**config.mk**
```make
export PLATFORM = sky130hd
export DESIGN_NAME = compressor_pump_sequencer
export DESIGN_NICKNAME = d
export VERILOG_FILES = /design/src/rtl/core/cps_pkg.sv /design/src/rtl/core/compressor_pump_sequencer.sv
export SDC_FILE = /design/constraint.sdc
export NUM_CORES = 1
export LEC_CHECK = 0
export BUFFER_PORTS_ARGS = -buffer_cell sky130_fd_sc_hd__buf_2
export CORE_MARGIN = 2
export CORE_UTILIZATION = 50
export DETAILED_ROUTE_END_ITERATION = 8
export PLACE_DENSITY = 0.7
export REMOVE_ABC_BUFFERS = 1
export SETUP_SLACK_MARGIN = 0.3
export SLEW_MARGIN = 15
export SYNTH_ARGS = -nofsm -noshare
export SYNTH_HDL_FRONTEND = slang
export SYNTH_SLANG_ARGS = --single-unit
```
**constraint.sdc**
```tcl
create_clock -name clk_i -period 14.7 [get_ports clk_i]
set_clock_uncertainty 0.05 [all_clocks]
set_input_delay 0.735 -clock clk_i [delete_from_list [all_inputs] [get_ports clk_i]]
set_output_delay 0.735 -clock clk_i [all_outputs]
set_load 0.02 [all_outputs]
```
**src/rtl/core/cps_pkg.sv**
```systemverilog
// Package for the compressor pump sequencer: step, operation, command and register codes.
`timescale 1ns / 1ps
package cps_pkg;

  // Sequencer steps
  localparam logic [3:0] StepIdle      = 4'd0;
  localparam logic [3:0] StepWaitNeed  = 4'd1;
  localparam logic [3:0] StepGeoStart  = 4'd2;
  localparam logic [3:0] StepStartDly  = 4'd3;
  localparam logic [3:0] StepCompStart = 4'd4;
  localparam logic [3:0] StepRun       = 4'd5;
  localparam logic [3:0] StepCompStop  = 4'd6;
  localparam logic [3:0] StepStopDly   = 4'd7;
  localparam logic [3:0] StepGeoStop   = 4'd8;

  // Operations carried in tuser
  localparam logic [1:0] OpTick      = 2'd0;
  localparam logic [1:0] OpStop      = 2'd1;
  localparam logic [1:0] OpForceStop = 2'd2;
  localparam logic [1:0] OpNone      = 2'd3;

  // Compressor commands
  localparam logic [1:0] CompNone  = 2'd0;
  localparam logic [1:0] CompStart = 2'd1;
  localparam logic [1:0] CompStop  = 2'd2;

  // Ground pump commands
  localparam logic [1:0] GeoNone      = 2'd0;
  localparam logic [1:0] GeoStart     = 2'd1;
  localparam logic [1:0] GeoStop      = 2'd2;
  localparam logic [1:0] GeoForceStop = 2'd3;

  // Register indexes
  localparam logic [2:0] RegGeoStartDelay = 3'd0;
  localparam logic [2:0] RegGeoStopDelay  = 3'd1;
  localparam logic [2:0] RegMinOffTime    = 3'd2;
  localparam logic [2:0] RegMinOnTime     = 3'd3;
  localparam logic [2:0] RegStartBelow    = 3'd4;
  localparam logic [2:0] RegStopAt        = 3'd5;

  localparam int unsigned InDataW  = 56;
  localparam int unsigned OutDataW = 16;
  localparam int unsigned CfgIdxW  = 3;
  localparam int unsigned CfgDataW = 16;

endpackage

```
**src/rtl/core/compressor_pump_sequencer.sv**
```systemverilog
// Top level of the heat pump compressor and ground pump start/stop sequencer.
`timescale 1ns / 1ps
// Each input transaction (tick, orderly stop, forced stop or none) is evaluated in the cycle it
// is accepted: the sequencer state updates at that edge and the result lands in the output
// register, visible in the cycle after. One transaction per cycle is taken as long as the
// output register is empty or being drained in the same cycle; the output register alone
// sets that rate.
// Configuration writes take effect at the edge where cfg_we_i is high.
module compressor_pump_sequencer (
  input  logic                          clk_i,
  input  logic                          rst_ni,
  // configuration write port
  input  logic                          cfg_we_i,
  input  logic [cps_pkg::CfgIdxW-1:0]   cfg_addr_i,
  input  logic [cps_pkg::CfgDataW-1:0]  cfg_wdata_i,
  // input stream
  input  logic                          s_axis_tvalid,
  output logic                          s_axis_tready,
  // tdata: now_seconds[31:0], control_temp[43:32], health_mask[51:44],
  //        contours_ack[52], geo_ack[53], compressor_ack[54], zero pad[55]
  input  logic [cps_pkg::InDataW-1:0]   s_axis_tdata,
  // tuser: op[1:0]
  input  logic [1:0]                    s_axis_tuser,
  // result stream
  output logic                          m_axis_tvalid,
  input  logic                          m_axis_tready,
  // tdata: step_now[3:0], done_res[4], alarm[5], compressor_cmd[7:6], geo_cmd[9:8],
  //        contours_cmd[10], compressor_running[11], zero pad[15:12]
  output logic [cps_pkg::OutDataW-1:0]  m_axis_tdata
);
  import cps_pkg::*;

  // Configuration registers
  logic [15:0]        geo_start_delay_q, geo_stop_delay_q, min_off_time_q, min_on_time_q;
  logic signed [11:0] start_below_q, stop_at_q;

  always_ff @(posedge clk_i or negedge rst_ni) begin
    if (!rst_ni) begin
      geo_start_delay_q <= 16'd180;
      geo_stop_delay_q  <= 16'd180;
      min_off_time_q    <= 16'd300;
      min_on_time_q     <= 16'd300;
      start_below_q     <= 12'sd400;
      stop_at_q         <= 12'sd450;
    end else if (cfg_we_i) begin
      unique case (cfg_addr_i)
        RegGeoStartDelay: geo_start_delay_q <= cfg_wdata_i;
        RegGeoStopDelay:  geo_stop_delay_q  <= cfg_wdata_i;
        RegMinOffTime:    min_off_time_q    <= cfg_wdata_i;
        RegMinOnTime:     min_on_time_q     <= cfg_wdata_i;
        RegStartBelow:    start_below_q     <= $signed(cfg_wdata_i[11:0]);
        RegStopAt:        stop_at_q         <= $signed(cfg_wdata_i[11:0]);
        default: ;
      endcase
    end
  end

  // Unpack the input transaction
  logic [1:0]         op;
  logic [31:0]        now_s;
  logic signed [11:0] temp;
  logic [7:0]         mask;
  logic               c_ack, g_ack, k_ack;

  assign op    = s_axis_tuser;
  assign now_s = s_axis_tdata[31:0];
  assign temp  = $signed(s_axis_tdata[43:32]);
  assign mask  = s_axis_tdata[51:44];
  assign c_ack = s_axis_tdata[52];
  assign g_ack = s_axis_tdata[53];
  assign k_ack = s_axis_tdata[54];

  // Sequencer state
  logic [3:0]  step_q, step_d;
  logic [31:0] phase_q, phase_d;
  logic        comp_on_q, comp_on_d;
  logic [31:0] comp_chg_q, comp_chg_d;

  // Result fields
  logic       done, healthy, ktcmd;
  logic [1:0] ccmd, gcmd;

  // Elapsed-time and temperature compares
  logic [31:0] since_phase, since_change;
  logic        start_need, stop_reached;
  logic        start_dly_ok, stop_dly_ok, off_ok, on_ok;

  assign healthy      = (mask == 8'hFF);
  assign start_need   = temp < start_below_q;
  assign stop_reached = temp >= stop_at_q;
  assign since_phase  = now_s - phase_q;
  assign since_change = now_s - comp_chg_q;
  assign start_dly_ok = since_phase >= {16'd0, geo_start_delay_q};
  assign stop_dly_ok  = since_phase >= {16'd0, geo_stop_delay_q};
  assign off_ok       = since_change > {16'd0, min_off_time_q};
  assign on_ok        = since_change > {16'd0, min_on_time_q};

  // Next state and commands for one transaction
  always_comb begin
    step_d     = step_q;
    phase_d    = phase_q;
    comp_on_d  = comp_on_q;
    comp_chg_d = comp_chg_q;
    done       = 1'b0;
    ccmd       = CompNone;
    gcmd       = GeoNone;
    ktcmd      = 1'b0;
    unique case (op)
      OpTick: begin
        unique case (step_q)
          StepIdle: step_d = StepWaitNeed;
          StepWaitNeed: begin
            if (start_need) begin
              ktcmd = 1'b1;
              if (c_ack) step_d = StepGeoStart;
            end
          end
          StepGeoStart: begin
            if (start_need) begin
              gcmd = GeoStart;
              if (g_ack) begin
                step_d  = StepStartDly;
                phase_d = now_s;
              end
            end else begin
              step_d = StepWaitNeed;
            end
          end
          StepStartDly: if (start_dly_ok) step_d = StepCompStart;
          StepCompStart: begin
            if (start_need) begin
              if (comp_on_q) begin
                step_d = StepRun;
              end else if (healthy && off_ok) begin
                ccmd       = CompStart;
                comp_on_d  = 1'b1;
                comp_chg_d = now_s;
                step_d     = StepRun;
              end
            end else begin
              step_d = StepCompStop;
            end
          end
          StepRun: if (stop_reached) step_d = StepCompStop;
          StepCompStop: begin
            ccmd = CompStop;
            if (k_ack) begin
              if (comp_on_q) begin
                comp_on_d  = 1'b0;
                comp_chg_d = now_s;
              end
              step_d  = StepStopDly;
              phase_d = now_s;
            end
          end
          StepStopDly: if (stop_dly_ok) step_d = StepGeoStop;
          StepGeoStop: begin
            gcmd = GeoStop;
            if (g_ack) begin
              step_d = StepWaitNeed;
              done   = 1'b1;
            end
          end
          default: ;
        endcase
      end
      OpStop: begin
        priority if (step_q == StepIdle || step_q == StepWaitNeed) begin
          step_d = StepIdle;
          done   = 1'b1;
        end else if (step_q == StepGeoStart || step_q == StepStartDly ||
                     step_q == StepStopDly || step_q == StepGeoStop) begin
          gcmd = GeoStop;
          if (g_ack) begin
            step_d  = StepIdle;
            done    = 1'b1;
            phase_d = now_s;
          end
        end else if (step_q == StepCompStart || step_q == StepRun ||
                     step_q == StepCompStop) begin
          if (!comp_on_q) begin
            step_d = StepGeoStop;
          end else if (on_ok) begin
            ccmd       = CompStop;
            comp_on_d  = 1'b0;
            comp_chg_d = now_s;
            step_d     = StepGeoStop;
          end
        end else begin
          step_d = step_q;
        end
      end
      OpForceStop: begin
        ccmd = CompStop;
        gcmd = GeoForceStop;
        if (k_ack && comp_on_q) begin
          comp_on_d  = 1'b0;
          comp_chg_d = now_s;
        end
        done = k_ack & g_ack;
      end
      OpNone: ;
      default: ;
    endcase
  end

  // Handshake: take a transaction when the output register is free or draining
  logic accept;
  assign s_axis_tready = !m_axis_tvalid || m_axis_tready;
  assign accept        = s_axis_tvalid && s_axis_tready;

  // State registers
  always_ff @(posedge clk_i or negedge rst_ni) begin
    if (!rst_ni) begin
      step_q     <= StepIdle;
      phase_q    <= '0;
      comp_on_q  <= 1'b0;
      comp_chg_q <= '0;
    end else if (accept) begin
      step_q     <= step_d;
      phase_q    <= phase_d;
      comp_on_q  <= comp_on_d;
      comp_chg_q <= comp_chg_d;
    end
  end

  // Output register
  logic                valid_q;
  logic [OutDataW-1:0] data_q;

  always_ff @(posedge clk_i or negedge rst_ni) begin
    if (!rst_ni) begin
      valid_q <= 1'b0;
    end else if (accept) begin
      valid_q <= 1'b1;
    end else if (m_axis_tready) begin
      valid_q <= 1'b0;
    end
  end

  always_ff @(posedge clk_i) begin
    if (accept) begin
      data_q <= {4'd0, comp_on_d, ktcmd, gcmd, ccmd, ~healthy, done, step_d};
    end
  end

  assign m_axis_tvalid = valid_q;
  assign m_axis_tdata  = data_q;

endmodule
```
==> metrics.txt, run 1 <==
Startpoint Class primary input; DRT Pass-1 Iters 6; initial antenna violation count 0; CP max-delay cell or3_2; min Tclk post-route 5.86 ns; Worst Path Buf+Inv 1; warnings from Yosys 0; multiplexer area fraction after synthesis 9.36%; Logic pwr share 62.1%; die width 168 µm; first-pass GRT wire length 53900 µm; post-synth top area share 25.1%; post-layout util 55.6%; Clk pwr share 15.3%; Final Hold Fails 0; family with the most delay on the worst path compound AO/OA/AOI/OAI gates; internal power 1720 µW; layout net count 1810; slowest stage delay, CP 0.87 ns; worst-path cell chain buf_2, ha_1, nor2b_1, o2111ai_1, nand2_1, a21o_1, a21oi_1, o21bai_1, a21oi_1, xnor2_1, ha_1, a41o_1, a21o_1, a2111oi_0, o21bai_1, a21oi_1, o22ai_1, o31a_1, or3_2, mux2_1; fmax 0.171 GHz; Inserted Diodes 0; Hold Crit Class primary input to asynchronous set/reset pin; Tightest Pin Transition 1.20 ns; Final setup viols 0; clock root buffer clkbuf_16; Worst-path clk slew 0.08 ns; Area contributors post-synth dfrtp_1 25%, ha_1 14%, mux2_2 5.4%; Seq pwr share 22.6%; simple-gate share of the synthesized area 14.1%; WL per Instance 17.2 µm; Rel. slew slack 19.5%; clock buffer depth 2; Worst Path Arrival 6.13 ns; RSZ-0062 raised after global routing false; num ports 100; crit path max fanout 32; Core ar. 26700 µm²; Post-synth EDFFs 12; grt ovf 0; Final ANT Viol Nets 0; Setup CP Type primary input to flop; launch point of the critical path s_axis_tdata[1]; ys async rst share 92.9%; DR vias/cell 5.84; Pleak 0.00690 µW; Placed Area 14200 µm²; Adder-Cell Fraction of Synth Area 14.2%; share of cells above drive strength 1 17.4%; routed via count 11.3k; xor/xnor share of the synthesized area 2.54%; initial drt markers 729; top-count cell post-synth inv_1; CTS buffer count 17; outcome completed; hold buffer count at cts 0; Port Buffers 94; Vert. Die Dim 168 µm; Slew Limit Fails 0; count of different cell masters after synthesis 84; Synth Area in Compound Gates 20.6%; Filler cells 2432; # H-tree levels 4; switch share 46.2%; Initial Util 50.5%; Syn Area/Cell 8.86 µm²; Peak VDD IR 87.3 µV; Skew-Pair Late Insertion Delay 0.45 ns; Post-synth top cells 166 x inv_1, 149 x ha_1, 143 x nand2_1, 135 x dfrtp_1, 103 x o21ai_0; vias in the first global route 10.9k; flop-to-flop setup slack 8.85 ns; Post-Synthesis Cell Area 13500 µm²; Critical Path RT 14.97 ns; sequential share of the synthesized area 32.3%; most used cell, CP a21oi_1; P&R area growth vs syn 10.2%; top_reg_cell synth dfrtp_1; drt total wl 33200 µm; Worst setup EP type flop; Setup Buffers After CTS 0; gr usage total 23.7%; cell count after synthesis 1519; Tcrit/Tclk final 39.8%; fin area 14800 µm²; CTS tree built; hold slack 0.339 ns; leading area contributor after synthesis dfrtp_1; DRC Markers 0; flops & latches, synth 170; Worst R2R Start comp_chg_q[1]$_DFFE_PN0P_; pin count of the biggest net entering global routing 97; CTS sink count 170; row cnt 60; total negative setup slack 0 ns; Gates resized, CTS repair 0; Pwr Density 215 nW/µm²; Routability Congestion 0.905; Psw 1470 µW; Post-DP HPWL 25700 µm; Max Cap Viol 0; Die Footprint 28200 µm²; largest family of logic cells by synthesized area compound AO/OA/AOI/OAI gates
## cell families (layout without fill, tap and decap cells)
| kind of cell | Yosys count | count (layout) |
|---|---|---|
| adders and majority gates | 151 | 151 |
| buffers and inverters | 231 | 299 |
| and+or+nand+nor | 396 | 396 |
| muxes | 103 | 103 |
| other | 1 | 4 |
| xor gates and xnor gates | 39 | 39 |
| AOI/OAI and AO/OA | 428 | 428 |
| DFF | 170 | 170 |
## cells in the final DEF (no fill, tap or decap), types with 11 or more instances in the layout
cell type  netlist  final
a31oi_1         20     20
mux2_2          64     64
a21o_1          55     55
buf_2            7     93
nor2_1          77     77
a21oi_1        100    100
nand2_1        143    143
nand2b_1        19     19
nor3_1          25     24
o21ai_0        103    103
o21a_1          17     17
xor2_1          11     11
o22ai_1         11     11
edfxtp_1        12     12
inv_1          166    166
nand4_1         29     29
nand3_1         34     34
o211ai_1        11     11
xnor2_1         28     28
clkbuf_16        0     17
a211oi_1        14     14
mux2_4          29     29
dfstp_2         23     23
ha_1           149    149
dfrtp_1        135    135
## power groups by stage
stage	Sequential (µW)	Combinational [µW]	Clock, µW
after floorplan	702	1480	0
after global placement	721	1900	0
after detailed placement	726	1950	0
after CTS	718	1960	497
after global routing	738	2210	517
final	720	1980	488
## worst register-to-register path, cell delays in order, from the launching register on
cell and delay, ns:
dfrtp_1 0.38, inv_1 0.07, ha_1 0.26, nor2b_1 0.14
o2111ai_1 0.48, nand2_1 0.17, a21o_1 0.21, a21oi_1 0.23
o21bai_1 0.09, a21oi_1 0.18, xnor2_1 0.25, ha_1 0.33
a41o_1 0.22, a21o_1 0.17, a2111oi_0 0.39, o21bai_1 0.12
a21oi_1 0.16, o22ai_1 0.16, o31a_1 0.25, or3_2 0.87
mux2_1 0.57
## metrics by stage
stage               cells  setup slack [ns]  power [µW]
floorplan            1458              9.20        2180
global placement     1898              8.52        2620
detailed placement   1898              8.40        2680
CTS                  1930              8.87        3180
global route         1931              8.51        3470
finish               1931              8.84        3190
## registers in the layout, summed over array words and instances, names as in the netlist
name               flops
comp_chg_q            32
comp_on_q              1
geo_start_delay_q     16
geo_stop_delay_q      16
m_axis_tdata          12
m_axis_tvalid          1
min_off_time_q        16
min_on_time_q         16
phase_q               32
start_below_q         12
step_q                 4
stop_at_q             12
## layer usage
| metal | global-route usage [%] | routed length, µm | up-vias | part of all wire (%) |
|---|---|---|---|---|
| met3 | 3.17 | 1490 | 51 | 4.5 |
| li1 | - | - | 5548 | - |
| met4 | 8.02 | 707 | 0 | 2.1 |
| met1 | 32.6 | 15700 | 5397 | 47 |
| met5 | 0 | 0 | - | 0 |
| met2 | 38.6 | 15300 | 282 | 46 |
## final timing paths
| kind | endpoint | cells past startpoint |
|---|---|---|
| worst max-delay path | comp_chg_q[0]$_DFFE_PN0P_ | 20 |
| worst min-delay path | phase_q[2]$_DFFE_PN0P_ | 1 |
| worst max register to register | comp_chg_q[0]$_DFFE_PN0P_ | 20 |
| worst min register to register | phase_q[0]$_DFFE_PN0P_ | 2 |
| max in group asynchronous | min_off_time_q[15]$_DFFE_PN0P_ | 2 |
| min in group clk_i | phase_q[0]$_DFFE_PN0P_ | 2 |
## cell type report
type | count | area (µm²) | area share [%]
well taps | 341 | 427 | 2.88
flip-flops and latches | 170 | 4340 | 29.3
clock buffers | 17 | 425 | 2.87
inverters | 167 | 627 | 4.23
multi-input cells | 1121 | 8250 | 55.6
clock inverters | 15 | 215 | 1.45
repair buffers | 100 | 542 | 3.65
Note: power is estimated with default switching activity, not from simulation.
==> run 2, diff against run 1 <==
--- a/config.mk
+++ b/config.mk
@@ -9,7 +9,7 @@
 export CORE_MARGIN = 2
 export CORE_UTILIZATION = 50
 export DETAILED_ROUTE_END_ITERATION = 8
-export PLACE_DENSITY = 0.7
+export PLACE_DENSITY = 0.73
 export REMOVE_ABC_BUFFERS = 1
 export SETUP_SLACK_MARGIN = 0.3
 export SLEW_MARGIN = 15
==> constraint.sdc (replaced) <==
create_clock -name clk_i -period 4.9 [get_ports clk_i]
set_clock_uncertainty 0.05 [all_clocks]
set_input_delay 0.245 -clock clk_i [delete_from_list [all_inputs] [get_ports clk_i]]
set_output_delay 0.245 -clock clk_i [all_outputs]
set_load 0.02 [all_outputs]
==> run 2 against run 1 <==
- sequential share of layout area shrank 1.2 points
- largest power group unchanged
- largest cell class unchanged
- clock-buffer cell count is the same
- critical endpoint is now comp_chg_q[15]$_DFFE_PN0P_
- flip-flop and latch count is the same
- final area grew 4.1%
==> metrics.txt, run 2 (synthesis results as in run 1) <==
initial drt markers 628; Worst R2R Start comp_chg_q[3]$_DFFE_PN0P_; Pwr Density 652 nW/µm²; biggest regs comp_chg_q: 32 flops, phase_q: 32 flops; Psw 4630 µW; pin count of the biggest net entering global routing 63; Vert. Die Dim 168 µm; layout net count 1855; DRT Pass-1 Iters 5; Final Hold Fails 0; Critical Path RT 5.18 ns; Worst-path clk slew 0.09 ns; Tcrit/Tclk final 97.3%; routed via count 11.6k; Worst setup EP type flop; Worst Path Arrival 5.05 ns; CTS buffer count 17; Setup CP Type flop to flop; Pleak 0.00718 µW; Port Buffers 94; Seq pwr share 21.3%; internal power 5440 µW; Core ar. 26700 µm²; Hold Crit Class primary input to flop; most frequent cells in the layout 165 x inv_1, 146 x ha_1, 143 x nand2_1, 135 x dfrtp_1, 100 x o21ai_0; grt ovf 0; DR vias/cell 5.84; Final ANT Viol Nets 0; min Tclk post-route 4.77 ns; Max Cap Viol 0; Skew-Pair Late Insertion Delay 0.45 ns; crit path max fanout 8; Die Footprint 28200 µm²; commonest non-fill, non-tap cell in the layout inv_1; Logic pwr share 64.4%; drt total wl 34700 µm; initial antenna violation count 1; launch point of the critical path comp_chg_q[3]$_DFFE_PN0P_; Routability Congestion 0.928; Startpoint Class flop; first-pass GRT wire length 57600 µm; Total Power 10100 µW; outcome completed; gr usage total 25.2%; post-layout util 57.9%; CTS tree built; CTS sink count 170; Filler cells 2355; # H-tree levels 4; hold slack 0.0108 ns; RSZ-0062 raised after global routing true; Rel. slew slack 21.6%; Post-DP HPWL 26000 µm; Hold Crit Start cfg_wdata_i[2]; P&R area growth vs syn 14.7%; Slew Limit Fails 0; Tightest Pin Transition 1.17 ns; clock buffer depth 2; Peak VDD IR 292 µV; vias in the first global route 11.6k; WL per Instance 17.6 µm; share of cells above drive strength 1 21.0%; Initial Util 50.5%; switch share 46.0%; die width 168 µm; row cnt 60; Clk pwr share 14.2%; Final setup viols 0; num ports 100; DRC Markers 0; clock root buffer clkbuf_16; fmax 0.210 GHz
run 2: cell types whose count changed in the layout (fill, tap and decap cells not counted), sizes merged:
cell | before | now
buf | 100 | 139
bufinv | 1 | 0
clkinv | 7 | 8
diode | 0 | 1
dlygate4sd3 | 0 | 6
run 2: layout make-up:
| type | count | area, µm² | share of cell area, % |
|---|---|---|---|
| multi-input combinational | 1121 | 8440 | 54.7 |
| sequential | 170 | 4340 | 28.1 |
| timing repair buffer | 145 | 966 | 6.26 |
| inverter | 167 | 627 | 4.06 |
| tap | 341 | 427 | 2.76 |
| clock buffer | 17 | 425 | 2.76 |
| clock inverter | 15 | 206 | 1.34 |
| antenna | 1 | 2.50 | 0.0162 |
run 2: power by group through the flow:
stage                     registers [µW]  logic, µW  clock network [µW]
final                               2150       6480                1430
after global routing                2210       7220                1510
after CTS                           2150       6190                1460
after detailed placement            2170       5970                   0
after global placement              2150       5800                   0
after floorplan                     2110       4440                   0
run 2: through the flow:
step	TNS, ns	worst slack, ns	instance area (µm²)	std cells
6_report	0	0.132	15400	1977
5_1_grt	-0.983	-0.0506	15400	1977
4_1_cts	0	0.263	15300	1971
3_5_place_dp	-0.308	-0.0312	14300	1920
3_3_place_gp	0	0.00225	14300	1920
2_1_floorplan	-6.99	-0.250	13200	1458
run 2: routing by layer:
layer	up-vias	global-route usage [%]	routed length, µm
met4	0	9.15	1020
met3	73	3.31	1580
met1	5533	33.5	15800
li1	5648	-	-
met2	298	42.1	16300
met5	-	0	0
run 2: repair_timing:
action                                  in CTS  in global routing
hold buffers                                 6                  0
endpoints found under the setup margin      38                 42
gates cloned                                 3                  0
resized for setup                           20                 26
pin swaps                                   15                 14
hold endpoints to repair                    66                  0
buffers inserted                            10                  5
run 2: final timing paths:
kind / end / slack [ns] / depth (start not counted)
worst max register to register: comp_chg_q[15]$_DFFE_PN0P_ / 0.13 / 22
worst min-delay path: min_off_time_q[2]$_DFFE_PN1P_ / 0.01 / 3
worst max-delay path: comp_chg_q[15]$_DFFE_PN0P_ / 0.13 / 22
max in group asynchronous: step_q[2]$_DFFE_PN0P_ / 3.40 / 3
worst min register to register: phase_q[1]$_DFFE_PN0P_ / 0.45 / 2
min in group asynchronous: phase_q[3]$_DFFE_PN0P_ / 0.28 / 2
run 2: critical path, cell delays in order (launching register included):
cell	delay (ns)
dfrtp_1	0.35
inv_1	0.04
ha_1	0.29
a21o_1	0.19
a21oi_2	0.14
nand2_1	0.11
a21o_1	0.20
a21oi_2	0.16
o21bai_1	0.09
a21oi_2	0.18
xnor2_2	0.16
ha_1	0.29
a41o_1	0.22
a21o_1	0.20
a2111oi_4	0.29
o21bai_1	0.10
a21oi_1	0.18
o22ai_1	0.14
o31a_1	0.25
or3_4	0.40
buf_6	0.16
buf_16	0.14
mux2_4	0.29
